**src/rtl/core/rsc_pkg.sv**
```systemverilog
// Shared types, constants and helpers of the rational soft clipper.
package rsc_pkg;

   // Default sizes of the sample and of the gain fraction.
   localparam int SAMPLE_WIDTH_DEFAULT   = 16;
   localparam int GAIN_FRAC_BITS_DEFAULT = 12;

   // Gain register: unsigned Q4.12, reset to one half.
   localparam int               GAIN_WIDTH = 16;
   localparam logic [GAIN_WIDTH-1:0] GAIN_RESET = 16'd2048;

   // Register port: 32-bit data, byte addresses decoded to word indexes.
   localparam int CSR_DATA_WIDTH = 32;
   localparam int CSR_ADDR_WIDTH = 3;
   localparam int CSR_INDEX_LSB  = 2;
   localparam int CSR_INDEX_BITS = CSR_ADDR_WIDTH - CSR_INDEX_LSB;

   // Register indexes.
   localparam logic [CSR_INDEX_BITS-1:0] REG_DRIVE_GAIN = '0;

   // Sideband that travels with each item through the pipeline.
   typedef struct packed {
      logic neg;   // product was negative
      logic big;   // scaled magnitude is three or more
   } flags_type;

   // Fraction bits used inside the curve: the sample fraction, at most fifteen.
   function automatic int work_frac(input int sample_width);
      int frac;
      frac = sample_width - 1;
      return (frac < 15) ? frac : 15;
   endfunction

endpackage

```
**src/rtl/core/rsc_poly.sv**
```systemverilog
// Front pipeline: gain scaling, square, numerator and denominator of the curve.
module rsc_poly #(
   parameter int SAMPLE_WIDTH   = rsc_pkg::SAMPLE_WIDTH_DEFAULT,
   parameter int GAIN_FRAC_BITS = rsc_pkg::GAIN_FRAC_BITS_DEFAULT,
   parameter int NUM_WIDTH      = 53,
   parameter int DEN_WIDTH      = 37
) (
   input  logic                           clock,
   input  logic                           reset,
   input  logic                           in_valid,
   output logic                           in_ready,
   input  logic signed [SAMPLE_WIDTH-1:0] in_sample,
   input  logic [rsc_pkg::GAIN_WIDTH-1:0] gain,
   output logic                           out_valid,
   input  logic                           out_ready,
   output logic [NUM_WIDTH-1:0]           out_num,
   output logic [DEN_WIDTH-1:0]           out_den,
   output rsc_pkg::flags_type             out_flags
);

   localparam int FRAC  = SAMPLE_WIDTH - 1;
   localparam int WF    = rsc_pkg::work_frac(SAMPLE_WIDTH);
   localparam int PW    = SAMPLE_WIDTH + rsc_pkg::GAIN_WIDTH;
   localparam int SHIFT = GAIN_FRAC_BITS + FRAC - WF;
   localparam int MW    = WF + 2;
   localparam int M2W   = 2 * MW;
   localparam int SUMW  = 2 * WF + 6;
   localparam logic [SUMW-1:0] C27       = SUMW'(27) << (2 * WF);
   localparam logic [PW-1:0]   THREE_FIX = PW'(3) << WF;

   // Stage valid bits and per-stage advance
   logic v1_ff, v2_ff, v3_ff;
   logic r1, r2, r3;

   // Stage 1: magnitude times gain
   logic [SAMPLE_WIDTH-1:0] raw;
   logic [SAMPLE_WIDTH-1:0] mag;
   logic [PW-1:0]           prod_in, prod_ff;
   rsc_pkg::flags_type      f1_in, f1_ff;

   // Stage 2: truncate, range check, square
   logic [PW-1:0]           mfull;
   logic [MW-1:0]           m_in, m_ff;
   logic [M2W-1:0]          m2_in, m2_ff;
   rsc_pkg::flags_type      f2_in, f2_ff;

   // Stage 3: numerator and denominator
   logic [SUMW-1:0]         sum;
   logic [NUM_WIDTH-1:0]    num_in, num_ff;
   logic [DEN_WIDTH-1:0]    den_in, den_ff;
   rsc_pkg::flags_type      f3_ff;

   // Advance a stage when it is empty or its successor takes its item
   assign r3       = !v3_ff || out_ready;
   assign r2       = !v2_ff || r3;
   assign r1       = !v1_ff || r2;
   assign in_ready = r1;

   // Stage 1 logic
   assign raw       = in_sample;
   assign mag       = raw[SAMPLE_WIDTH-1] ? (~raw + 1'b1) : raw;
   assign prod_in   = PW'(mag) * PW'(gain);
   assign f1_in.neg = raw[SAMPLE_WIDTH-1];
   assign f1_in.big = 1'b0;

   // Stage 2 logic
   assign mfull     = prod_ff >> SHIFT;
   assign m_in      = mfull[MW-1:0];
   assign m2_in     = m_in * m_in;
   assign f2_in.neg = f1_ff.neg;
   assign f2_in.big = (mfull >= THREE_FIX);

   // Stage 3 logic
   assign sum    = C27 + SUMW'(m2_ff);
   assign num_in = NUM_WIDTH'(m_ff) * NUM_WIDTH'(sum);
   assign den_in = DEN_WIDTH'(C27) + (DEN_WIDTH'(m2_ff) << 3) + DEN_WIDTH'(m2_ff);

   // Hold valid bits
   always_ff @(posedge clock) begin
      if (reset) begin
         v1_ff <= 1'b0;
         v2_ff <= 1'b0;
         v3_ff <= 1'b0;
      end else begin
         if (r1) begin
            v1_ff <= in_valid;
         end
         if (r2) begin
            v2_ff <= v1_ff;
         end
         if (r3) begin
            v3_ff <= v2_ff;
         end
      end
   end

   // Advance payload
   always_ff @(posedge clock) begin
      if (r1) begin
         prod_ff <= prod_in;
         f1_ff   <= f1_in;
      end
      if (r2) begin
         m_ff  <= m_in;
         m2_ff <= m2_in;
         f2_ff <= f2_in;
      end
      if (r3) begin
         num_ff <= num_in;
         den_ff <= den_in;
         f3_ff  <= f2_ff;
      end
   end

   assign out_valid = v3_ff;
   assign out_num   = num_ff;
   assign out_den   = den_ff;
   assign out_flags = f3_ff;

endmodule

```
**config.mk**
```make
export PLATFORM = sky130hd
export DESIGN_NAME = rsc_poly
export DESIGN_NICKNAME = d
export VERILOG_FILES = /design/src/rtl/core/rsc_pkg.sv /design/src/rtl/core/rsc_poly.sv
export SDC_FILE = /design/constraint.sdc
export NUM_CORES = 2
export LEC_CHECK = 0
export BUFFER_PORTS_ARGS = -buffer_cell sky130_fd_sc_hd__buf_2
export CAP_MARGIN = 0
export CORE_MARGIN = 3
export CORE_UTILIZATION = 60
export DETAILED_ROUTE_END_ITERATION = 8
export PLACE_DENSITY = 0.77
export SKIP_LAST_GASP = 1
export SLEW_MARGIN = 20
export SYNTH_ARGS = -nofsm -noshare
export SYNTH_HDL_FRONTEND = slang
export SYNTH_SLANG_ARGS = --single-unit
```
**constraint.sdc**
```tcl
create_clock -name clock -period 10.3 [get_ports clock]
set_input_delay 1.03 -clock clock [delete_from_list [all_inputs] [get_ports clock]]
set_output_delay 1.03 -clock clock [all_outputs]
set_load 0.03 [all_outputs]
```
==> metrics.txt <==
status=finished clean; Synth Area in Simple Gates=around 15%; top-level I/O count=130; EDFF count, synth=~160; CP Launch Type=input pin; Data arrival, critical path=8450 ps; unrepaired setup endpoints after global routing=false; fraction of the mapped netlist area in adder cells=roughly 53%; DIE AREA=roughly 75000 um^2; Crit. End Element=register; Nets=about 6000; uppermost layer routed=met4; TritonCTS clock tree=yes; dpl hpwl=between 80000 and 90000 um; Yosys warning total=0; Antenna diodes=0; Core Area=70390 um^2; vias after detailed routing=31300; XOR/XNOR Fraction of Synth Area=roughly 2.8%; vias in the first global route=between 30000 and 40000; Syn Std Cell Area=42890 um^2; Mapped Avg Cell Area=around 9 um^2; drt drc=0; hold path start=f2_ff[1]; layout cells sized above 1=under 10%; Post-synth top cells=1135 x inv_1, 886 x fa_1, 662 x nand2_1; row count=97; Die H=273.4 um; CTS Buf Count=17; gpl congestion=0.8798; Yosys reg bits=165; post-synth top area share=between 40% and 50%; DRT met1 WL=approximately 38000 um; Req. time, crit path=around 11000 ps; asr flop ratio synth=0%; Reg-to-Reg Start=m2_ff[11]; post-synth cell types=around 80; Pre-antenna DRT Iters=6; Seq/Total Area, Yosys=roughly 11%; Max Root-Sink Buffers=2; H-tree depth=4; Die W=273.4 um; Synth Flop Type=edfxtp_1; first-pass GRT wire length=around 170000 um; wire length per cell=approximately 18 um; largest area contributor in the netlist=fa_1; DR iter-0 viols=roughly 2000; clock root cell=clkbuf_16; clock transition at the registers of the reported paths=about 80 ps; Critical path origin=in_sample[2]; wire length on met2=~52000 um; post-synthesis mux area share=less than 1%; initial antenna violation count=0; largest net degree at the start of global routing=69; final wirelength=just over 100000 um; post-CTS sizing=0; CP max FO=16; Layout fillers=5659; port bufs=~130; critical path type=input pin to register; Final Cycle Share=roughly four fifths; Sink Count=165; Initial Utilization=60.92%; GR Overflow Total=0; Final setup viols=0; Hold/Removal Path Class=register to register; Post-Syn Instances=between 4000 and 5000; Syn-to-layout area delta=5.205%; fmax=around 120 MHz; Setup Buffers After CTS=0; met3 WL=6376 um; top post-synthesis cells by area=fa_1 41%, ha_1 12%, edfxtp_1 11%; worst clock skew=22.77 ps; max cap viols=0; Synth Area in Compound Gates=~6.1%; Final ANT Viol Nets=0; most common cell in the netlist=inv_1; Hold Buf Count CTS=0; fin crit period=8082 ps; Overall Global Routing Usage=roughly 29%; setup TNS=0 ps; Hold Fails Final Rpt=0; Skew-Pair Late Insertion Delay=between 500 and 600 ps; Slew HR=19.30%; DR vias/cell=between 5 and 6; fin. max-slew vios=0; largest family of logic cells by synthesized area=adder cells; Tightest Pin Transition=approximately 1200 ps
-- area by class of cell --
cell class	count	area [um^2]	share of cell area, %
flip-flops and latches	165	4925	10.92
clock inverters	14	186.4	0.4132
clock buffers	17	425.4	0.9429
repair buffers	188	1091	2.418
well taps	940	1176	2.607
inverters	1135	4263	9.448
multi-input cells	3160	33050	73.26
-- critical path, cell delays in order --
cell	delay [ps]
buf_2	120
nor3_1	260
nand3_1	150
or2_2	320
or3_1	410
o31ai_1	250
xnor2_1	150
buf_4	240
nand2_1	110
fa_1	520
fa_1	510
fa_1	510
inv_1	50
fa_1	490
fa_1	490
inv_1	50
fa_1	470
inv_1	40
ha_1	310
nand4_1	140
nor3_1	90
a2111oi_2	590
a21bo_1	200
a21oi_2	80
a211o_1	360
or4_1	410
nand4_1	90
-- layer usage --
layer	track usage (%)	vias to the layer above
met1	34.16	15870
li1	-	14000
met4	12.67	0
met2	51.93	1160
met3	4.190	280
met5	0	-
-- per-stage QoR --
| step | area (um^2) | cells | util (%) | setup WS, ps | hold slack (ps) |
|---|---|---|---|---|---|
| 2_1_floorplan | 42920 | 4639 | - | 2249 | 400.3 |
| 3_3_place_gp | 44510 | 5588 | 63.23 | 1768 | 402.9 |
| 3_5_place_dp | 44510 | 5588 | 63.23 | 1653 | 409.5 |
| 4_1_cts | 45120 | 5619 | 64.10 | 2226 | 426.0 |
| 5_1_grt | 45120 | 5619 | 64.10 | 1756 | 438.7 |
| 6_report | 45120 | 5619 | 64.10 | 2218 | 425.3 |
-- flip-flops by register name, indices dropped and copies added (netlist names) --
name,flops
out_flags,2
out_num,53
out_den,35
f2_ff,2
prod_ff,20
m2_ff,32
m_ff,17
f1_ff,1
v1_ff,1
out_valid,1
v2_ff,1
-- kinds of logic after synthesis --
kind of cell / after synthesis
compound gates: 398
buf+inv: 1314
simple gates: 1323
fa+ha+maj: 1288
mux: 5
other cells: 2
flops: 165
xor+xnor: 136
-- cells in the final DEF, fill, tap and decap left out, types with 5 or more instances in the layout --
cell type	n
inv_1	1133
fa_1	886
nand2_1	662
ha_1	402
and2_1	366
edfxtp_1	162
buf_2	128
a21oi_1	109
nor2_1	104
xnor2_1	93
a21o_1	70
o21ai_0	68
buf_4	60
xor2_1	42
nand3_1	32
nor2b_1	27
nand2b_1	27
nor3_1	26
nand4_1	20
a31oi_1	17
clkbuf_16	17
o21a_1	15
o21bai_1	15
a211oi_1	13
o31ai_1	13
and3_1	13
o211ai_1	11
or3_1	10
conb_1	10
or2_2	7
or4_1	6
and2b_1	6
a211o_1	6
a2111oi_0	5
o311ai_0	5
-- final timing paths --
kind	slack (ps)	endpoint	depth (start not counted)
max	2220	prod_ff[28]	27
min	430	out_flags[1]	0
max reg2reg	2330	out_num[47]	19
min reg2reg	430	out_flags[1]	0
Power is left out: the tool's default activity adds up to more than one toggle a clock period on the data nets, which glitch-free logic cannot reach.
