$ cat config.mk
export PLATFORM = sky130hd
export DESIGN_NAME = rsc_csr
export DESIGN_NICKNAME = d
export VERILOG_FILES = /design/src/rtl/core/rsc_pkg.sv /design/src/rtl/core/rsc_csr.sv
export SDC_FILE = /design/constraint.sdc
export NUM_CORES = 1
export LEC_CHECK = 0
export BUFFER_PORTS_ARGS = -buffer_cell sky130_fd_sc_hd__buf_2
export CORE_ASPECT_RATIO = 1.5
export CORE_MARGIN = 1
export CORE_UTILIZATION = 40
export DETAILED_ROUTE_END_ITERATION = 6
export GPL_TIMING_DRIVEN = 0
export PLACE_DENSITY = 0.85
export SKIP_LAST_GASP = 1
export SLEW_MARGIN = 10
export SYNTH_ARGS = -nofsm -noshare
export SYNTH_HDL_FRONTEND = slang
export SYNTH_SLANG_ARGS = --single-unit
$ cat constraint.sdc
create_clock -name clock -period 1.55 [get_ports clock]
set_clock_uncertainty 0.05 [all_clocks]
set_input_delay 0.31 -clock clock [delete_from_list [all_inputs] [get_ports clock]]
set_output_delay 0.31 -clock clock [all_outputs]
set_load 0.02 [all_outputs]
$ cat src/rtl/core/rsc_pkg.sv
// Shared types, constants and helpers of the rational soft clipper.
package rsc_pkg;

   // Default sizes of the sample and of the gain fraction.
   localparam int SAMPLE_WIDTH_DEFAULT   = 16;
   localparam int GAIN_FRAC_BITS_DEFAULT = 12;

   // Gain register: unsigned Q4.12, reset to one half.
   localparam int               GAIN_WIDTH = 16;
   localparam logic [GAIN_WIDTH-1:0] GAIN_RESET = 16'd2048;

   // Register port: 32-bit data, byte addresses decoded to word indexes.
   localparam int CSR_DATA_WIDTH = 32;
   localparam int CSR_ADDR_WIDTH = 3;
   localparam int CSR_INDEX_LSB  = 2;
   localparam int CSR_INDEX_BITS = CSR_ADDR_WIDTH - CSR_INDEX_LSB;

   // Register indexes.
   localparam logic [CSR_INDEX_BITS-1:0] REG_DRIVE_GAIN = '0;

   // Sideband that travels with each item through the pipeline.
   typedef struct packed {
      logic neg;   // product was negative
      logic big;   // scaled magnitude is three or more
   } flags_type;

   // Fraction bits used inside the curve: the sample fraction, at most fifteen.
   function automatic int work_frac(input int sample_width);
      int frac;
      frac = sample_width - 1;
      return (frac < 15) ? frac : 15;
   endfunction

endpackage

$ cat src/rtl/core/rsc_csr.sv
// Configuration register block: drive gain behind an APB-style port.
module rsc_csr (
   input  logic                                 clock,
   input  logic                                 reset,
   input  logic                                 psel,
   input  logic                                 penable,
   input  logic                                 pwrite,
   input  logic [rsc_pkg::CSR_ADDR_WIDTH-1:0]   paddr,
   input  logic [rsc_pkg::CSR_DATA_WIDTH-1:0]   pwdata,
   output logic [rsc_pkg::CSR_DATA_WIDTH-1:0]   prdata,
   output logic                                 pready,
   output logic [rsc_pkg::GAIN_WIDTH-1:0]       drive_gain
);

   logic [rsc_pkg::CSR_INDEX_BITS-1:0] index;
   logic                               write_en;
   logic [rsc_pkg::GAIN_WIDTH-1:0]     gain_ff;
   logic [rsc_pkg::GAIN_WIDTH-1:0]     gain_in;

   // Decode the word index and the write strobe
   assign index    = paddr[rsc_pkg::CSR_ADDR_WIDTH-1:rsc_pkg::CSR_INDEX_LSB];
   assign write_en = psel && penable && pwrite;
   assign pready   = 1'b1;

   // Take the low half of the written word as the new gain
   always_comb begin
      gain_in = gain_ff;
      if (write_en && (index == rsc_pkg::REG_DRIVE_GAIN)) begin
         gain_in = pwdata[rsc_pkg::GAIN_WIDTH-1:0];
      end
   end

   always_ff @(posedge clock) begin
      if (reset) begin
         gain_ff <= rsc_pkg::GAIN_RESET;
      end else begin
         gain_ff <= gain_in;
      end
   end

   // Read back the gain, zero elsewhere
   always_comb begin
      prdata = '0;
      if (index == rsc_pkg::REG_DRIVE_GAIN) begin
         prdata = rsc_pkg::CSR_DATA_WIDTH'(gain_ff);
      end
   end

   assign drive_gain = gain_ff;

endmodule

==> flow_metrics.tcl, run 1 <==
set metrics [dict create \
    status "finished clean" \
    post_cts_buffers 0 \
    r2r_end "drive_gain[5]$_SDFFE_PP0P_" \
    grt_max_degree 11 \
    insertion_delay_ns 0.28 \
    yosys.area.top_type "dfxtp_1" \
    die_width_um 42.5 \
    rows 21 \
    use_met2_pct 33.1 \
    cp.required_ns 1.19 \
    power_uw 891 \
    io_pins 89 \
    synth_compound_area_share_pct 0 \
    drive_gt1_share_pct 46.6 \
    cts_buffers 3 \
    track_usage_pct 17.2 \
    synth_seq_area_share_pct 32.6 \
    ys_top_cells_by_area "dfxtp_1 33%, nand2b_1 19%, mux2i_1 16%, buf_4 13%, nor2b_1 6.4%" \
    cap_violations 0 \
    n_antenna_cell 0 \
    syn_inst 106 \
    met3_usage_pct 0.867 \
    synth.avg_cell_area_um2 9.27 \
    grt-busiest-layer "met2" \
    p_comb_share_pct 22.3 \
    finalNetCount 219 \
    grt_pass1_wl_um 3560 \
    cts_buffer_depth 2 \
    postRouteAntennaNets 0 \
    r2r_start "drive_gain[5]$_SDFFE_PP0P_" \
    num_vias 876 \
    place_hpwl_um 1740 \
    internal-power_uw 655 \
    drt-initial-drc-count 7 \
    synth_seq_cells 16 \
    arrival_ns 0.98 \
    r2r_cells 2 \
    routed_wl_um 2140 \
    p_leak_uw 0.000734 \
    critPathLaunchType "input port" \
    peakVddDrop_uv 455 \
    end_kind "output port" \
    port_buffers 53 \
    cp_max_fo 10 \
    use_met1_pct 17.5 \
    fillers 230 \
    layout_common_cells "53 x buf_2, 30 x nand2b_1, 17 x buf_4, 17 x conb_1" \
    place_inst 197 \
    cts_max_level 1 \
    crit_path_start "paddr[2]" \
    chipHeight_um 62.7 \
    power_per_cell_area_nw_per_um2 650 \
    rsz0062_at_grt "no" \
    overflow 0 \
    finalCritPeriodShare_pct 86.3 \
    cp-endpoint "prdata[10]" \
    drc 0 \
    final-hold-violation-count 0 \
    yosysUniqueCellTypes 12 \
    synthAdderAreaFrac_pct 0 \
    yosysWarnings 0 \
    root_buffer "clkbuf_4" \
    start_util_pct 43.0 \
    crit_type "input port to output port" \
    final_max_slew_viol_count 0 \
    die_area_um2 2660 \
    synthSimpleGateAreaFrac_pct 32.6 \
    syn_area_um2 982 \
    dr.pass1.iters 4 \
    yosysTopAreaCellShare_pct 32.6 \
    via_per_inst 4.36 \
    largest_reg_flops 16 \
    finalCriticalPeriod_ns 1.34 \
    areaGrowthSynthToFinish_pct 39.5 \
    routedWlPerCell_um 10.7 \
    antenna_found_initial 0 \
    final_cells 201 \
    power_frac_clock_pct 29.9 \
    swShare_pct 26.4 \
    synth_top_family_by_area "simple AND/OR/NAND/NOR gates" \
    grt_pass1_vias 828 \
    path_clk_slew_ns 0.09 \
    finalSetupViolations 0 \
    min_from "pwdata[13]" \
    core-area_um2 2290 \
    cts_tree "yes" \
    synthMuxAreaShare_pct 16.3 \
    ff2ff_setup_slack_ns 0.86 \
    max_freq_mhz 748 \
    power.switching_uw 235 \
    p_seq_share_pct 47.8 \
    gp_routability_congestion 0.715 \
    cts.sinks 16 \
    post-route-util_pct 59.9 \
    final_common_cell "buf_2" \
    setup-tns-final_ns 0 \
    hold_class "input port to register" \
    synth-xor-area-share_pct 0 \
]
## worst min-delay path by stage
stage | slack [ns] | cells past startpoint | to
detailed placement | 0.42 | 2 | drive_gain[10]$_SDFFE_PP0P_
global placement | 0.42 | 2 | drive_gain[9]$_SDFFE_PP0P_
finish | 0.23 | 3 | drive_gain[13]$_SDFFE_PP0P_
global route | 0.22 | 3 | drive_gain[12]$_SDFFE_PP0P_
floorplan | 0.41 | 2 | drive_gain[10]$_SDFFE_PP0P_
CTS | 0.22 | 3 | drive_gain[7]$_SDFFE_PP0P_
## worst max-delay path, cell delays in order
cell,delay (ns)
buf_2,0.14
clkbuf_2,0.21
nor2b_1,0.14
buf_2,0.17
## metal layers
metal / vias up / routed length (um) / share of wire [%]
met1: 401 / 746 / 35
met3: 2 / 125 / 5.8
li1: 441 / - / -
met4: 0 / 36 / 1.7
met2: 32 / 1230 / 58
met5: - / 0 / 0
## logic make-up after synthesis
logic type,count (synthesis)
flops,16
other cells,2
buf+inv,23
simple gates,49
mux,16
## layout make-up
class	instances	area, um2	share of cell area (%)
Clock buffer	4	36.3	2.65
Sequential cell	16	320	23.4
Tap cell	23	28.8	2.10
Buffer	23	175	12.8
Timing Repair Buffer	53	265	19.4
Multi-Input combinational cell	82	544	39.7
## what timing repair did
item / 4_1_cts / 5_1_grt
gates resized for setup: 0 / 2
endpoints found under the setup margin: 0 / 8
hold buffers: 0 / 0
## per-stage QoR
step / setup slack [ns] / hold slack [ns] / area [um2]
after floorplan: 0.367 / 0.415 / 1040
after global placement: 0.0663 / 0.418 / 1330
after detailed placement: 0.0490 / 0.424 / 1330
after CTS: 0.0380 / 0.223 / 1370
after global routing: 0.143 / 0.219 / 1370
final: 0.213 / 0.233 / 1370
## cell usage after synthesis
master,instances
nor2b_1,10
mux2i_1,16
conb_1,2
nor2_1,2
buf_6,1
dfxtp_1,16
buf_4,17
buf_12,1
and2b_2,6
clkbuf_1,4
nand2b_1,30
and4b_1,1
## power groups by stage
| stage | clock [uW] | combinational, uW | sequential [uW] |
|---|---|---|---|
| finish | 266 | 198 | 426 |
| global route | 302 | 214 | 428 |
| CTS | 279 | 199 | 426 |
| detailed placement | 0 | 198 | 436 |
| global placement | 0 | 195 | 435 |
| floorplan | 0 | 132 | 446 |
Power figures use the tool's default switching activity.
==> inputs of run 2 (changes only) <==
--- a/config.mk
+++ b/config.mk
@@ -9,8 +9,8 @@
 export CORE_ASPECT_RATIO = 1.5
 export CORE_MARGIN = 1
 export CORE_UTILIZATION = 40
+export CTS_BUF_LIST = sky130_fd_sc_hd__clkbuf_4 sky130_fd_sc_hd__clkbuf_8 sky130_fd_sc_hd__clkbuf_16
 export DETAILED_ROUTE_END_ITERATION = 6
-export GPL_TIMING_DRIVEN = 0
 export PLACE_DENSITY = 0.85
 export SKIP_LAST_GASP = 1
 export SLEW_MARGIN = 10
==> run 2 against run 1 <==
Effect of this change:
- power fell by 12%
- worst hold slack improved by 0.0018 ns
- critical path depth decreased by 1
- highest routed layer unchanged
- critical endpoint is now prdata[0]
- sequential cell count unchanged
- die area did not move
- non-clock buffer count is 22 lower
- clock-buffer cell count decreased by 1
- setup slack got worse by 0.0041 ns
- wire length shrank 16%
- cell area fell by 12%
- utilization fell by 7.4 points
- register-to-register slack about the same
- critical path type unchanged
==> flow_metrics.tcl, run 2 (synthesized netlist as in run 1, its figures left out) <==
set metrics [dict create \
    p_leak_uw 0.000622 \
    root_buffer "clkbuf_4" \
    peakVddDrop_uv 416 \
    grt_max_degree 33 \
    grt_pass1_vias 729 \
    track_usage_pct 14.7 \
    drt-initial-drc-count 9 \
    holdPathStages 3 \
    dr.pass1.iters 4 \
    postRouteAntennaNets 0 \
    finalCritPeriodShare_pct 86.5 \
    power.switching_uw 217 \
    cp.required_ns 1.19 \
    arrival_ns 0.98 \
    p_seq_share_pct 54.1 \
    cts_buffer_depth 2 \
    post-route-util_pct 52.5 \
    final_max_slew_viol_count 0 \
    rsz0062_at_grt "no" \
    io_pins 89 \
    power_per_cell_area_nw_per_um2 655 \
    end_kind "output port" \
    max_freq_mhz 745 \
    status "finished clean" \
    routedWlPerCell_um 10.1 \
    insertion_delay_ns 0.27 \
    die_width_um 42.5 \
    n_antenna_cell 0 \
    setup_ws_ns 0.209 \
    place_ws_ns 0.157 \
    layout_common_cells "53 x buf_2, 30 x nand2b_1, 17 x conb_1" \
    grt_pass1_wl_um 3010 \
    post_cts_buffers 0 \
    hold_class "input port to register" \
    cts_buffers 3 \
    cp_max_fo 17 \
    critPathMaxStageDelay_ns 0.26 \
    start_util_pct 43.0 \
    p_comb_share_pct 19.9 \
    r2r_cells 2 \
    gp_routability_congestion 0.669 \
    crit_type "input port to output port" \
    routed_wl_um 1800 \
    cts.sinks 16 \
    cp_slowest_cell "buf_2" \
    rows 21 \
    internal-power_uw 570 \
    path_cells "buf_2 > and2b_2 > buf_2" \
    via_per_inst 4.40 \
    final-hold-violation-count 0 \
    finalCriticalPeriod_ns 1.34 \
    power_frac_clock_pct 26.0 \
    num_vias 783 \
    path_common_cell "buf_2" \
    die_area_um2 2660 \
    final_common_cell "buf_2" \
    largest_reg_flops 16 \
    cap_violations 0 \
    critPathLaunchType "input port" \
    areaGrowthSynthToFinish_pct 22.3 \
    swShare_pct 27.5 \
    place_hpwl_um 1430 \
    cts_max_level 1 \
    hold_buffers 0 \
    setup-tns-final_ns 0 \
    cts_tree "yes" \
    drive_gt1_share_pct 40.6 \
    antenna_found_initial 0 \
    port_buffers 53 \
    cts_resized 0 \
    finalSetupViolations 0 \
    path_clk_slew_ns 0.08 \
    finalNetCount 197 \
    core-area_um2 2290 \
    chipHeight_um 62.7 \
    overflow 0 \
    drc 0 \
]
run 2: cell count changes in the layout (fill, tap and decap cells not counted):
cell      previous run  this run
clkbuf_8             1         0
clkbuf_1             3         0
clkbuf_2             1         0
buf_4               17         0
buf_6                1         0
run 2: final timing paths:
path	from	endpoint	slack, ns
worst min-delay path	pwdata[13]	drive_gain[13]$_SDFFE_PP0P_	0.24
worst max register to register	drive_gain[12]$_SDFFE_PP0P_	drive_gain[12]$_SDFFE_PP0P_	0.87
worst max-delay path	paddr[2]	prdata[0]	0.21
worst min register to register	drive_gain[15]$_SDFFE_PP0P_	drive_gain[15]$_SDFFE_PP0P_	0.44
run 2: routing by layer:
metal  vias to the layer above  GRT usage [%]  wire length (um)
met1                       355           14.5               666
li1                        394              -                 -
met3                         2           1.73                80
met5                         -              0                 0
met2                        32           27.3              1030
met4                         0           9.38                27
run 2: area by class of cell:
type | count | area (um2)
Timing Repair Buffer | 54 | 285
Tap cell | 23 | 28.8
Fill cell | 210 | 1080
Multi-Input combinational cell | 82 | 544
Sequential cell | 16 | 320
Clock buffer | 3 | 22.5
run 2: worst max-delay path: cells and delay by family:
family	cells	cell delay (ns)
buf+inv	2	0.41
simple gates	1	0.26
run 2: power groups by stage:
| stage | Combinational, uW | Clock [uW] | Sequential, uW |
|---|---|---|---|
| 2_1_floorplan | 132 | 0 | 446 |
| 6_report | 156 | 205 | 426 |
| 3_3_place_gp | 155 | 0 | 435 |
| 3_5_place_dp | 158 | 0 | 436 |
| 4_1_cts | 158 | 220 | 426 |
| 5_1_grt | 171 | 238 | 428 |
run 2: stage by stage:
step	total power (uW)	hold slack (ns)	instance area (um2)	cells
after floorplan	579	0.415	1040	121
after global placement	589	0.416	1180	175
after detailed placement	594	0.427	1180	175
after CTS	804	0.220	1200	178
after global routing	837	0.228	1200	178
final	787	0.235	1200	178
