<file path="config.mk">
export PLATFORM = sky130hd
export DESIGN_NAME = rsc_div_stage
export DESIGN_NICKNAME = d
export VERILOG_FILES = /design/src/rtl/core/rsc_pkg.sv /design/src/rtl/core/rsc_div_stage.sv
export SDC_FILE = /design/constraint.sdc
export NUM_CORES = 1
export LEC_CHECK = 0
export ABC_AREA = 1
export BUFFER_PORTS_ARGS = -buffer_cell sky130_fd_sc_hd__buf_2
export CAP_MARGIN = 20
export CORE_ASPECT_RATIO = 0.5
export CORE_MARGIN = 10
export CORE_UTILIZATION = 53
export CTS_CLUSTER_DIAMETER = 150
export DETAILED_ROUTE_END_ITERATION = 7
export PLACE_DENSITY_LB_ADDON = 0.15
export SLEW_MARGIN = 15
export SYNTH_ARGS = -nofsm -noshare
export SYNTH_HDL_FRONTEND = slang
export SYNTH_SLANG_ARGS = --single-unit
</file>
<file path="constraint.sdc">
create_clock -name clock -period 8.2 [get_ports clock]
set_input_delay 0.41 -clock clock [delete_from_list [all_inputs] [get_ports clock]]
set_output_delay 0.41 -clock clock [all_outputs]
set_load 0.03 [all_outputs]
</file>
<file path="src/rtl/core/rsc_pkg.sv">
// Shared types, constants and helpers of the rational soft clipper.
package rsc_pkg;

   // Default sizes of the sample and of the gain fraction.
   localparam int SAMPLE_WIDTH_DEFAULT   = 16;
   localparam int GAIN_FRAC_BITS_DEFAULT = 12;

   // Gain register: unsigned Q4.12, reset to one half.
   localparam int               GAIN_WIDTH = 16;
   localparam logic [GAIN_WIDTH-1:0] GAIN_RESET = 16'd2048;

   // Register port: 32-bit data, byte addresses decoded to word indexes.
   localparam int CSR_DATA_WIDTH = 32;
   localparam int CSR_ADDR_WIDTH = 3;
   localparam int CSR_INDEX_LSB  = 2;
   localparam int CSR_INDEX_BITS = CSR_ADDR_WIDTH - CSR_INDEX_LSB;

   // Register indexes.
   localparam logic [CSR_INDEX_BITS-1:0] REG_DRIVE_GAIN = '0;

   // Sideband that travels with each item through the pipeline.
   typedef struct packed {
      logic neg;   // product was negative
      logic big;   // scaled magnitude is three or more
   } flags_type;

   // Fraction bits used inside the curve: the sample fraction, at most fifteen.
   function automatic int work_frac(input int sample_width);
      int frac;
      frac = sample_width - 1;
      return (frac < 15) ? frac : 15;
   endfunction

endpackage

</file>
<file path="src/rtl/core/rsc_div_stage.sv">
// One restoring division step: decides one quotient bit and registers the item.
module rsc_div_stage #(
   parameter int NUM_WIDTH = 53,
   parameter int DEN_WIDTH = 37,
   parameter int QUO_WIDTH = 16,
   parameter int BIT_POS   = 0
) (
   input  logic                    clock,
   input  logic                    reset,
   input  logic                    in_valid,
   output logic                    in_ready,
   input  logic [NUM_WIDTH-1:0]    in_rem,
   input  logic [DEN_WIDTH-1:0]    in_den,
   input  logic [QUO_WIDTH-1:0]    in_quo,
   input  rsc_pkg::flags_type      in_flags,
   output logic                    out_valid,
   input  logic                    out_ready,
   output logic [NUM_WIDTH-1:0]    out_rem,
   output logic [DEN_WIDTH-1:0]    out_den,
   output logic [QUO_WIDTH-1:0]    out_quo,
   output rsc_pkg::flags_type      out_flags
);

   logic                 valid_ff;
   logic                 fits;
   logic [NUM_WIDTH-1:0] dshift;
   logic [NUM_WIDTH-1:0] rem_in, rem_ff;
   logic [DEN_WIDTH-1:0] den_ff;
   logic [QUO_WIDTH-1:0] quo_in, quo_ff;
   rsc_pkg::flags_type   flags_ff;

   assign in_ready = !valid_ff || out_ready;

   // Trial subtract of the shifted divisor
   assign dshift = NUM_WIDTH'(in_den) << BIT_POS;
   assign fits   = (in_rem >= dshift);

   always_comb begin
      rem_in = in_rem;
      quo_in = in_quo;
      if (fits) begin
         rem_in          = in_rem - dshift;
         quo_in[BIT_POS] = 1'b1;
      end
   end

   always_ff @(posedge clock) begin
      if (reset) begin
         valid_ff <= 1'b0;
      end else if (in_ready) begin
         valid_ff <= in_valid;
      end
   end

   // Advance payload
   always_ff @(posedge clock) begin
      if (in_ready) begin
         rem_ff   <= rem_in;
         den_ff   <= in_den;
         quo_ff   <= quo_in;
         flags_ff <= in_flags;
      end
   end

   assign out_valid = valid_ff;
   assign out_rem   = rem_ff;
   assign out_den   = den_ff;
   assign out_quo   = quo_ff;
   assign out_flags = flags_ff;

endmodule

</file>
==> Flow_metrics.wiki, run 1 <==
{| class="wikitable"
! Metric !! Value
|-
| Detail Route met3 WL || around 3300 um
|-
| Start-to-end type of the worst setup path || primary input to register
|-
| Number of antenna violations at the first check in global routing || 1
|-
| Period utilisation layout || between 30% and 40%
|-
| Count of cells resized by post-cts repair || 0
|-
| Worst-Margin Slew || 944 ps
|-
| Synthesized area per cell || between 7 and 8 um^2
|-
| Most frequent standard cell in the layout excluding fill and tap cells || sky130_fd_sc_hd__nand2_1
|-
| Synth Warn # || 0
|-
| Post-synth net total || roughly 1.3k
|-
| Clock tree sinks || 109
|-
| Synth unique cells || 32
|-
| Number of storage elements in the synthesis netlist || approximately 110
|-
| Asr flop ratio synth || 0%
|-
| Die extent in x || 196 um
|-
| Number of setup violations in the final report || 0
|-
| Metal2 WL || 13200 um
|-
| Last weighted congestion value of the routability-driven placer || between 0.9 and 1
|-
| Post-placement worst setup slack || 4880 ps
|-
| Areal power density over the cells || between 150 and 200 mW/mm^2
|-
| EDFF count, synth || 108
|-
| Arrival time of data at the critical path endpoint || ~3300 ps
|-
| Classification of the worst-slack hold path || primary input to register
|-
| Highest layer used for signal routing || met5
|-
| Post-DR vias/cell || 5.29
|-
| Startpoint kind of the worst setup timing path || primary input
|-
| Post-route worst setup slack || slightly above 5000 ps
|-
| CTS Buffer Depth || 2
|-
| Number of standard-cell rows in the floorplan || 31
|-
| Leftover overflow at the end of global routing || 0
|-
| Antenna diode instance count || 0
|-
| Sum of negative setup slack || 0 ps
|-
| Fmax || between 0.3 and 0.4 GHz
|-
| Data required time of the critical path || roughly 8400 ps
|-
| Area of the die || ~0.021 mm^2
|-
| Synthesized instance count || between 1k and 1.5k
|-
| Fin cells || roughly 1.6k
|-
| Final Hold Violating Endpoints || 0
|-
| Most used flip-flop cell after synthesis || sky130_fd_sc_hd__edfxtp_1
|-
| Fraction of the yosys area taken by sequential cells || 39.9%
|-
| DRC errors left || 0
|-
| Number of iterations in the first detailed-routing pass || 7
|-
| Number of setup buffers added after CTS || 0
|-
| Number of placed cells counting well taps || around 1.6k
|-
| Number of vias in the routed layout || roughly 8.4k
|-
| Pins over their slew limit || 0
|-
| Crit path time final || about 3000 ps
|-
| Number of buffers added to fix hold violations after cts || 0
|-
| Critical Path Sink Type || register
|-
| Layout Area Growth over Synthesis || 19.3%
|-
| Run status || complete, no violations
|-
| Pin count of the biggest net entering global routing || ~70
|-
| Worst slew margin relative to its limit || a little under two fifths
|-
| Post-layout net count || ~1.5k
|-
| Final clock skew || 6.91 ps
|-
| CTS tree || yes
|-
| Setup repair after global routing missed its margin || no
|-
| Worst Path Max Fanout || 70
|-
| Insertion delay of the later-clocked pin in the worst-skew pair || 370 ps
|-
| Post-DP HPWL || between 20000 and 25000 um
|-
| Share of post-route cells with drive strength above 1 || 21.2%
|-
| WL final || ~30000 um
|-
| Pleak || between 5 and 6 nW
|-
| Total core area || roughly 0.015 mm^2
|-
| Max Cap Violations || 0
|-
| IR Drop Worst-Case VDD || approximately 100 uV
|-
| Cell at the root of the clock tree || sky130_fd_sc_hd__clkbuf_16
|-
| Post-DR wirelength/cell || between 15 and 20 um
|-
| Detail Route Antenna Nets || 0
|-
| Initial cell density of the core || between 50% and 60%
|-
| First-pass GRT wire length || about 45000 um
|-
| GRT Total Usage || between 20 and 30%
|-
| Vertical die dimension || approximately 110 um
|-
| Number of DRC markers after the initial detailed-route iteration || about 1.1k
|-
| Inserted Clock Buffers || 9
|-
| Combined area of all synthesized cells || between 0.008 and 0.009 mm^2
|-
| Number of H-tree levels || 3
|-
| CTS clock-pin slew for the worst setup and hold paths || ~80 ps
|-
| Most used cells in the layout excluding fill and tap cells || 458 x sky130_fd_sc_hd__nand2_1, 244 x sky130_fd_sc_hd__inv_1, 221 x sky130_fd_sc_hd__buf_2
|-
| Total routed wire length on the met1 layer || between 10000 and 15000 um
|-
| Number of I/O port buffers || between 200 and 250
|-
| Via count of the first global-routing pass || about 8k
|-
| Count of pins on the block boundary || roughly 220
|}
worst paths after layout:
kind / from / end / slack (ps) / cells past startpoint
setup / recovery: in_rem[15] / out_rem[13] / 5120 / 13
hold / removal: in_quo[6] / out_quo[6] / 210 / 1
setup reg to reg: out_valid / out_quo[0] / 6120 / 2
hold reg to reg: out_valid / out_valid / 1180 / 2
routing by layer:
layer | up-vias | GRT usage, %
met5 | - | 0
met4 | 2 | 6.55
met3 | 55 | 7.15
met2 | 499 | 43.8
met1 | 3823 | 36.9
li1 | 4029 | -
cells in the mapped netlist (2+ instances only):
cell type	count	area [um^2]
sky130_fd_sc_hd__nor4_1	2	12.5
sky130_fd_sc_hd__inv_1	244	916
sky130_fd_sc_hd__a21oi_2	10	87.6
sky130_fd_sc_hd__edfxtp_1	108	3240
sky130_fd_sc_hd__nand2_1	459	1720
sky130_fd_sc_hd__nor3_1	3	15.0
sky130_fd_sc_hd__nand3_1	68	340
sky130_fd_sc_hd__nor2_1	89	334
sky130_fd_sc_hd__o21ai_2	23	201
sky130_fd_sc_hd__nand3b_1	5	37.5
sky130_fd_sc_hd__o21ai_1	2	10.0
sky130_fd_sc_hd__o21ai_0	3	15.0
sky130_fd_sc_hd__nand3_2	2	20.0
sky130_fd_sc_hd__nand2_4	2	22.5
sky130_fd_sc_hd__xnor2_1	20	175
sky130_fd_sc_hd__buf_6	7	78.8
sky130_fd_sc_hd__buf_4	2	15.0
sky130_fd_sc_hd__xor2_1	3	26.3
sky130_fd_sc_hd__and2_1	7	43.8
sky130_fd_sc_hd__and3_1	3	18.8
sky130_fd_sc_hd__or2_1	2	12.5
sky130_fd_sc_hd__ha_1	37	463
sky130_fd_sc_hd__inv_2	7	26.3
sky130_fd_sc_hd__a21oi_1	19	95.1
sky130_fd_sc_hd__nand4_1	19	119
sky130_fd_sc_hd__nor2_2	8	50.1
sky130_fd_sc_hd__or2_2	2	12.5
kinds of logic after synthesis:
group           synth area share (%)
simple gates                    33.9
buf+inv                         12.8
flops                           39.9
compound gates                  5.01
fa+ha+maj                       5.91
xor+xnor                        2.46
where the power goes:
group / switching (mW) / internal [mW]
Sequential: 0.0186 / 0.690
Clock: 0.227 / 0.223
Combinational: 0.401 / 0.169
Total: 0.646 / 1.08
final cells by class:
| class | count | area, um^2 |
|---|---|---|
| fill | 1294 | 5030 |
| inverter | 253 | 952 |
| sequential | 109 | 3260 |
| timing repair buffer | 222 | 1110 |
| tap | 198 | 248 |
| clock inverter | 6 | 62.6 |
| multi-input combinational | 790 | 3870 |
| clock buffer | 10 | 239 |
state kept, by name, indices dropped and copies added (netlist names):
| register | count |
|---|---|
| out_rem | 53 |
| out_valid | 1 |
| out_quo | 16 |
| out_flags | 2 |
| out_den | 37 |
worst max-delay path: stages:
cell and delay, ps:
sky130_fd_sc_hd__buf_2 120, sky130_fd_sc_hd__ha_1 370, sky130_fd_sc_hd__nand2_1 190, sky130_fd_sc_hd__inv_1 60, sky130_fd_sc_hd__nand2_1 60, sky130_fd_sc_hd__nand2_1 80
sky130_fd_sc_hd__a21oi_1 250, sky130_fd_sc_hd__nand3_2 210, sky130_fd_sc_hd__nand2_4 160, sky130_fd_sc_hd__nand2_4 210, sky130_fd_sc_hd__inv_4 740, sky130_fd_sc_hd__nand2_1 220
sky130_fd_sc_hd__o21ai_2 120
stage by stage:
stage               area [um^2]  util [%]  power (mW)  hold WS, ps
floorplan                  8170         -        1.10          479
global placement           9450      63.9        1.26          567
detailed placement         9450      63.9        1.28          588
CTS                        9750      66.0        1.73          204
global route               9750      66.0        1.80          203
finish                     9750      66.0        1.73          207
Power figures use the tool's default switching activity.
==> inputs of run 2 (changes only) <==
--- a/config.mk
+++ b/config.mk
@@ -10,7 +10,7 @@
 export CAP_MARGIN = 20
 export CORE_ASPECT_RATIO = 0.5
 export CORE_MARGIN = 10
-export CORE_UTILIZATION = 53
+export CORE_UTILIZATION = 49
 export CTS_CLUSTER_DIAMETER = 150
 export DETAILED_ROUTE_END_ITERATION = 7
 export PLACE_DENSITY_LB_ADDON = 0.15
==> constraint.sdc (replaced) <==
create_clock -name clock -period 2.8 [get_ports clock]
set_input_delay 0.14 -clock clock [delete_from_list [all_inputs] [get_ports clock]]
set_output_delay 0.14 -clock clock [all_outputs]
set_load 0.03 [all_outputs]
==> Flow_metrics.wiki, run 2 (same netlist as run 1, synthesis figures left out) <==
{| class="wikitable"
! Metric !! Value
|-
| Run status || complete, no violations
|-
| IR Drop Worst-Case VDD || 274 uV (+160%)
|-
| Number of I/O port buffers || 221 (unchanged)
|-
| Net switching fraction of the power || 37.4% (about the same)
|-
| Internal cell power || 3.23 mW (+200%)
|-
| Number of vias in the routed layout || 8572 (+2.0%)
|-
| Detail Route Antenna Nets || 0 (unchanged)
|-
| Pins over their slew limit || 0 (unchanged)
|-
| CTS clock-pin slew for the worst setup and hold paths || 80 ps (about the same)
|-
| Count of pins on the block boundary || 222 (unchanged)
|-
| Startpoint kind of the worst setup timing path || primary input
|-
| Area of the die || 0.0226 mm^2 (+7.0%)
|-
| Largest register FFs || 53 (unchanged)
|-
| Pin count of the biggest net entering global routing || 57 (-20%)
|-
| Inserted Clock Buffers || 9 (unchanged)
|-
| CTS Buffer Depth || 2 (unchanged)
|-
| WL final || 31200 um (+3.9%)
|-
| Last weighted congestion value of the routability-driven placer || 1.01 (+2.9%)
|-
| Post-DR vias/cell || 5.09 (-3.8%)
|-
| Worst Path Max Fanout || 12 (-83%)
|-
| Clock tree sinks || 109 (unchanged)
|-
| Arrival time of data at the critical path endpoint || 2770 ps (-520 ps)
|-
| Total core area || 0.0164 mm^2 (+11%)
|-
| Data required time of the critical path || 2920 ps (-5490 ps)
|-
| Most frequent standard cell in the layout excluding fill and tap cells || sky130_fd_sc_hd__nand2_1
|-
| Post-DR wirelength/cell || 18.5 um (-1.9%)
|-
| Dpl cell area || 0.00961 mm^2 (+1.7%)
|-
| Max Cap Violations || 0 (unchanged)
|-
| Worst slew margin relative to its limit || 64.7% (+28 points)
|-
| First-pass GRT wire length || 46800 um (+3.4%)
|-
| Cell at the root of the clock tree || sky130_fd_sc_hd__clkbuf_16
|-
| Insertion delay of the later-clocked pin in the worst-skew pair || 380 ps (about the same)
|-
| Filler Cells Inserted || 1461 (+13%)
|-
| Fmax || ~0.38 GHz
|-
| Pleak || 5.56 nW (+5.6%)
|-
| Number of H-tree levels || 3 (unchanged)
|-
| Layout Area Growth over Synthesis || 28.1%
|-
| Crit path time final || about 2700 ps
|-
| Share of post-route cells with drive strength above 1 || 21.1% (-0.12 points)
|-
| Number of setup violations in the final report || 0 (unchanged)
|-
| Sum of negative setup slack || 0 ps (unchanged)
|-
| Start-to-end type of the worst setup path || primary input to register
|-
| Number of setup buffers added after CTS || 0 (unchanged)
|-
| Number of iterations in the first detailed-routing pass || 8 (+1)
|-
| FF/Latch Area || 0.00326 mm^2 (unchanged)
|-
| Areal power density over the cells || 493 mW/mm^2 (+180%)
|-
| Post-DP HPWL || 24800 um (+0.36%)
|-
| Vertical die dimension || 111 um (+3.3%)
|-
| Leftover overflow at the end of global routing || 0 (unchanged)
|-
| Die extent in x || 203 um (+3.6%)
|-
| Final clock skew || 8.00 ps (+1.09 ps)
|-
| CTS tree || yes
|-
| Total net switching power || 1.93 mW (+200%)
|-
| Final instance area || 0.0105 mm^2 (+7.4%)
|-
| Number of DRC markers after the initial detailed-route iteration || 838 (-22%)
|-
| Number of antenna violations at the first check in global routing || 2 (+1)
|-
| Classification of the worst-slack hold path || primary input to register
|-
| Final Hold Violating Endpoints || 0 (unchanged)
|-
| Clock share of power || 25.9% (about the same)
|-
| Worst-Margin Slew || 528 ps (-416 ps)
|-
| Multi-input logic area || 0.00388 mm^2 (+0.13%)
|-
| Post-layout net count || 1600 (+4.2%)
|-
| Setup repair after global routing missed its margin || no
|-
| Sequential group share of total power || 40.1% (-0.9 points)
|-
| Initial cell density of the core || 50.0% (-5.3 points)
|-
| Most used cells in the layout excluding fill and tap cells || 458 x sky130_fd_sc_hd__nand2_1, 244 x sky130_fd_sc_hd__inv_1, 221 x sky130_fd_sc_hd__buf_2
|-
| Critical Path Sink Type || register
|-
| DRC errors left || 0 (unchanged)
|-
| Comb power frac || 34.0% (+1.0 points)
|-
| Number of standard-cell rows in the floorplan || 33 (+6.5%)
|-
| Via count of the first global-routing pass || 8162 (-0.58%)
|-
| GRT Total Usage || 26.8% (-0.81 points)
|-
| Overall power || 5.16 mW (+200%)
|-
| Period utilisation layout || 94.8%
|}
-- run 2: cell count changes in the layout (fill, tap and decap cells not counted), sizes merged --
| cell | delta |
|---|---|
| buf | +10 |
| dlygate4sd3 | +55 |
| diode | +1 |
-- run 2: worst paths after layout --
path / slack, ps / cells past startpoint / to / startpoint
worst max-delay path: 150 / 18 / out_rem[32] / in_den[35]
worst min-delay path: 9 / 3 / out_valid / in_valid
worst max register to register: 1350 / 2 / out_rem[35] / out_valid
worst min register to register: 790 / 2 / out_valid / out_valid
-- run 2: per-stage QoR --
stage               util, %  hold slack, ps  std cells  setup slack, ps
global placement       58.8             300       1611              413
detailed placement     58.8             303       1611              380
global route           64.0            25.4       1682             27.6
floorplan                 -             209       1161              457
finish                 64.0            9.02       1683              147
CTS                    64.0            4.50       1682              224
-- run 2: power groups by stage --
stage	Clock [mW]	Combinational (mW)	Sequential [mW]
final	1.34	1.75	2.07
after global routing	1.40	1.89	2.09
after CTS	1.35	1.71	2.07
after detailed placement	0	1.65	2.10
after global placement	0	1.63	2.09
after floorplan	0	0.706	2.50
-- run 2: metal layers --
layer,part of all wire (%),vias up,global-route usage (%)
met5,0.042,-,0
met4,1.2,2,5.53
met3,11,37,9.14
met2,44,434,41.9
met1,43,3937,35.3
li1,-,4162,-
-- run 2: worst max-delay path, cell delays in order --
cell	delay, ps
sky130_fd_sc_hd__dlygate4sd3_1	520
sky130_fd_sc_hd__buf_2	110
sky130_fd_sc_hd__inv_1	40
sky130_fd_sc_hd__ha_1	350
sky130_fd_sc_hd__nand2_1	120
sky130_fd_sc_hd__inv_2	80
sky130_fd_sc_hd__nand2_1	190
sky130_fd_sc_hd__nor2_1	190
sky130_fd_sc_hd__nand2_1	70
sky130_fd_sc_hd__nor2_1	190
sky130_fd_sc_hd__nand2_1	90
sky130_fd_sc_hd__nand2_1	80
sky130_fd_sc_hd__nor2_2	50
sky130_fd_sc_hd__nand2_4	110
sky130_fd_sc_hd__inv_4	60
sky130_fd_sc_hd__buf_4	200
sky130_fd_sc_hd__nand2_1	80
sky130_fd_sc_hd__nand2_1	80
-- run 2: final cells by class --
cell class	count	area share (%)
inverters	253	9.09
repair buffers	287	17.1
clock buffers	10	2.28
well taps	227	2.71
diodes	1	0.0239
multi-input cells	790	37.0
flip-flops and latches	109	31.2
clock inverters	6	0.598
-- run 2: timing repair --
item | in CTS | in global routing
setup endpoints to repair | 0 | 1
gates resized for setup | 0 | 2
endpoints found under the hold margin | 55 | 0
hold buffers | 55 | 0
==> inputs of run 3 (changes only) <==
--- a/config.mk
+++ b/config.mk
@@ -14,6 +14,7 @@
 export CTS_CLUSTER_DIAMETER = 150
 export DETAILED_ROUTE_END_ITERATION = 7
 export PLACE_DENSITY_LB_ADDON = 0.15
+export REMOVE_ABC_BUFFERS = 1
 export SLEW_MARGIN = 15
 export SYNTH_ARGS = -nofsm -noshare
 export SYNTH_HDL_FRONTEND = slang
==> constraint.sdc (replaced) <==
create_clock -name clock -period 2.8 [get_ports clock]
set_input_delay 0.14 -clock clock [delete_from_list [all_inputs] [get_ports clock]]
set_output_delay 0.14 -clock clock [all_outputs]
set_load 0.005 [all_outputs]
==> Flow_metrics.wiki, run 3 (same netlist as run 1, synthesis figures left out) <==
{| class="wikitable"
! Metric !! Value
|-
| Final design utilization || 63.9% (-0.092 points)
|-
| Leftover overflow at the end of global routing || 0 (unchanged)
|-
| Capture instance of the worst register-to-register path || out_rem[47]
|-
| CP top delay family || buffers and inverters
|-
| Beginning of the worst register-to-register path || out_valid
|-
| CTS tree || yes
|-
| Sum of negative setup slack || 0 ps (unchanged)
|-
| CTS Buffer Depth || 2 (unchanged)
|-
| GRT Total Usage || 26.0% (-0.74 points)
|-
| Areal power density over the cells || 453 mW/mm^2 (-8.1%)
|-
| Crit path time final || 2710 ps (+53.8 ps)
|-
| Insertion delay of the later-clocked pin in the worst-skew pair || 370 ps (about the same)
|-
| Post-placement worst setup slack || 335 ps (-45.1 ps)
|-
| Layout Area Growth over Synthesis || 27.9%
|-
| IR Drop Worst-Case VDD || 267 uV (-2.6%)
|-
| Number of antenna violations at the first check in global routing || 0 (-2)
|-
| Most used cells in the layout excluding fill and tap cells || 458 x sky130_fd_sc_hd__nand2_1, 244 x sky130_fd_sc_hd__inv_1, 221 x sky130_fd_sc_hd__buf_2
|-
| Final hold slack || 10.0 ps (+0.981 ps)
|-
| Period utilisation layout || 96.7% (+1.9 points)
|-
| Terminating pin of the worst hold path || out_den[1]
|-
| Clock tree sinks || 109 (unchanged)
|-
| Filler Cells Inserted || 1449 (-0.82%)
|-
| Last weighted congestion value of the routability-driven placer || 0.978 (-2.8%)
|-
| Inserted Clock Buffers || 9 (unchanged)
|-
| Dpl cell area || 0.00963 mm^2 (+0.16%)
|-
| Via count of the first global-routing pass || 8360 (+2.4%)
|-
| Worst-Margin Slew || 491 ps (-36.4 ps)
|-
| Post-DP HPWL || 24300 um (-2.1%)
|-
| Pleak || 5.55 nW (-0.21%)
|-
| Arrival time of data at the critical path endpoint || 2910 ps (+140 ps)
|-
| Number of iterations in the first detailed-routing pass || 5 (-3)
|-
| Number of placed cells counting well taps || 1613 (+0.12%)
|-
| Number of H-tree levels || 3 (unchanged)
|-
| Setup repair after global routing missed its margin || no
|-
| DRC errors left || 0 (unchanged)
|-
| Final clock skew || 9.54 ps (+1.54 ps)
|-
| CTS clock-pin slew for the worst setup and hold paths || 70 ps (about the same)
|-
| Share of post-route cells with drive strength above 1 || 21.1% (unchanged)
|-
| Number of vias in the routed layout || 8434 (-1.6%)
|-
| List of cells traversed by the critical path || dlygate4sd3_1 > buf_2 > inv_1 > ha_1 > nand2_1 > inv_1 > nand2_1 > nand3_1 > a21oi_1 > nand2_1 > nor2_2 > nand2_4 > inv_4 > buf_12 > nand2_1 > o21ai_2
|-
| Number of I/O port buffers || 221 (unchanged)
|-
| Startpoint kind of the worst setup timing path || primary input
|-
| Final instance area || 0.0105 mm^2 (-0.14%)
|-
| WL final || 30300 um (-2.9%)
|-
| Data required time of the critical path || 3000 ps (+80 ps)
|-
| Fmax || 0.369 GHz (-2.0%)
|-
| Final Hold Violating Endpoints || 0 (unchanged)
|-
| Post-DR wirelength/cell || 18.0 um (-2.9%)
|-
| Critical Path Max Stage Delay || 530 ps (about the same)
|-
| Die extent in x || 203 um (unchanged)
|-
| Vertical die dimension || 111 um (unchanged)
|-
| Total core area || 0.0164 mm^2 (unchanged)
|-
| Run status || complete, no violations
|-
| Overall power || 4.73 mW (-8.2%)
|-
| Multi-input logic area || 0.00387 mm^2 (about the same)
|-
| Detail Route Antenna Nets || 0 (unchanged)
|-
| Pin count of the biggest net entering global routing || 61 (+7.0%)
|-
| Critical Path Sink Type || register
|-
| Pins over their slew limit || 0 (unchanged)
|-
| Start-to-end type of the worst setup path || primary input to register
|-
| Worst slew margin relative to its limit || 66.9% (+2.3 points)
|-
| Count of pins on the block boundary || 222 (unchanged)
|-
| Post-layout net count || 1601 (+0.063%)
|-
| Most frequent standard cell in the layout excluding fill and tap cells || sky130_fd_sc_hd__nand2_1
|-
| Number of standard-cell rows in the floorplan || 33 (unchanged)
|-
| Number of DRC markers after the initial detailed-route iteration || 631 (-25%)
|-
| Area of the die || 0.0226 mm^2 (unchanged)
|-
| Critical-path top delay cell || sky130_fd_sc_hd__dlygate4sd3_1
|-
| Classification of the worst-slack hold path || primary input to register
|-
| Number of setup violations in the final report || 0 (unchanged)
|-
| Startpoint of the most critical hold path || in_den[1]
|-
| Sum of buffers and inverters on the critical path || 6 (unchanged)
|-
| Worst reg2reg setup slack || 1380 ps (+30 ps)
|-
| Post-DR vias/cell || 5.01 (-1.6%)
|-
| Post-route worst setup slack || 92.8 ps (-53.8 ps)
|-
| Worst Path Max Fanout || 24 (+12)
|-
| Initial cell density of the core || 50.0% (unchanged)
|-
| Largest register FFs || 53 (unchanged)
|-
| First-pass GRT wire length || 46200 um (-1.2%)
|-
| WHS Path Cells || 1 (-2)
|-
| Length in cells of the worst reg-to-reg path || 2 (unchanged)
|-
| Fin cells || 1682 (-0.059%)
|-
| Max Cap Violations || 0 (unchanged)
|-
| FF/Latch Area || 0.00326 mm^2 (unchanged)
|-
| Most repeated library cell on the critical path || sky130_fd_sc_hd__nand2_1
|-
| Antenna diode instance count || 0 (-1)
|-
| Cell at the root of the clock tree || sky130_fd_sc_hd__clkbuf_16
|}
==> run 3: power breakdown <==
group / internal [mW] / switching [mW] / leakage, nW
clock network: 0.618 / 0.648 / 0.136
logic: 0.551 / 0.844 / 4.29
registers: 2.02 / 0.0514 / 1.12
total: 3.19 / 1.54 / 5.55
==> run 3: how the worst max path moves through the flow <==
stage          slack [ps]  cells past startpoint  startpoint         end
4_1_cts               170                     16  in_den[36]  out_rem[7]
3_5_place_dp          330                     15  in_den[36]  out_rem[7]
2_1_floorplan        -320                      1   out_valid  out_den[0]
6_report               90                     16  in_den[31]  out_rem[6]
5_1_grt                40                     16  in_den[27]  out_rem[6]
3_3_place_gp          360                     15  in_den[36]  out_rem[3]
==> run 3: per-layer routing <==
layer	vias to the layer above	GRT usage (%)	wire, um
met5	-	0	0
met1	3934	35.2	13800
met4	0	3.85	249
met2	321	41.8	13500
li1	4158	-	-
met3	21	6.92	2830
==> run 3: layout make-up <==
cell class	instances	share of cell area [%]
Multi-Input combinational cell	790	37.1
Clock inverter	6	0.586
Clock buffer	9	2.15
Tap cell	227	2.72
Inverter	253	9.11
Sequential cell	109	31.2
Timing Repair Buffer	288	17.2
==> run 3: worst reg2reg max path: cells and delay by family (launching register included) <==
kind                   cells  cell delay, ps
buffers and inverters      1             410
flip-flops                 1             340
AND/OR/NAND/NOR            1             340
==> run 3: what timing repair did <==
action                     in CTS  in global routing
resized for setup               0                  1
hold buffers                   54                  0
hold endpoints to repair       54                  0
setup buffers                   0                  0
setup endpoints to repair       0                  1
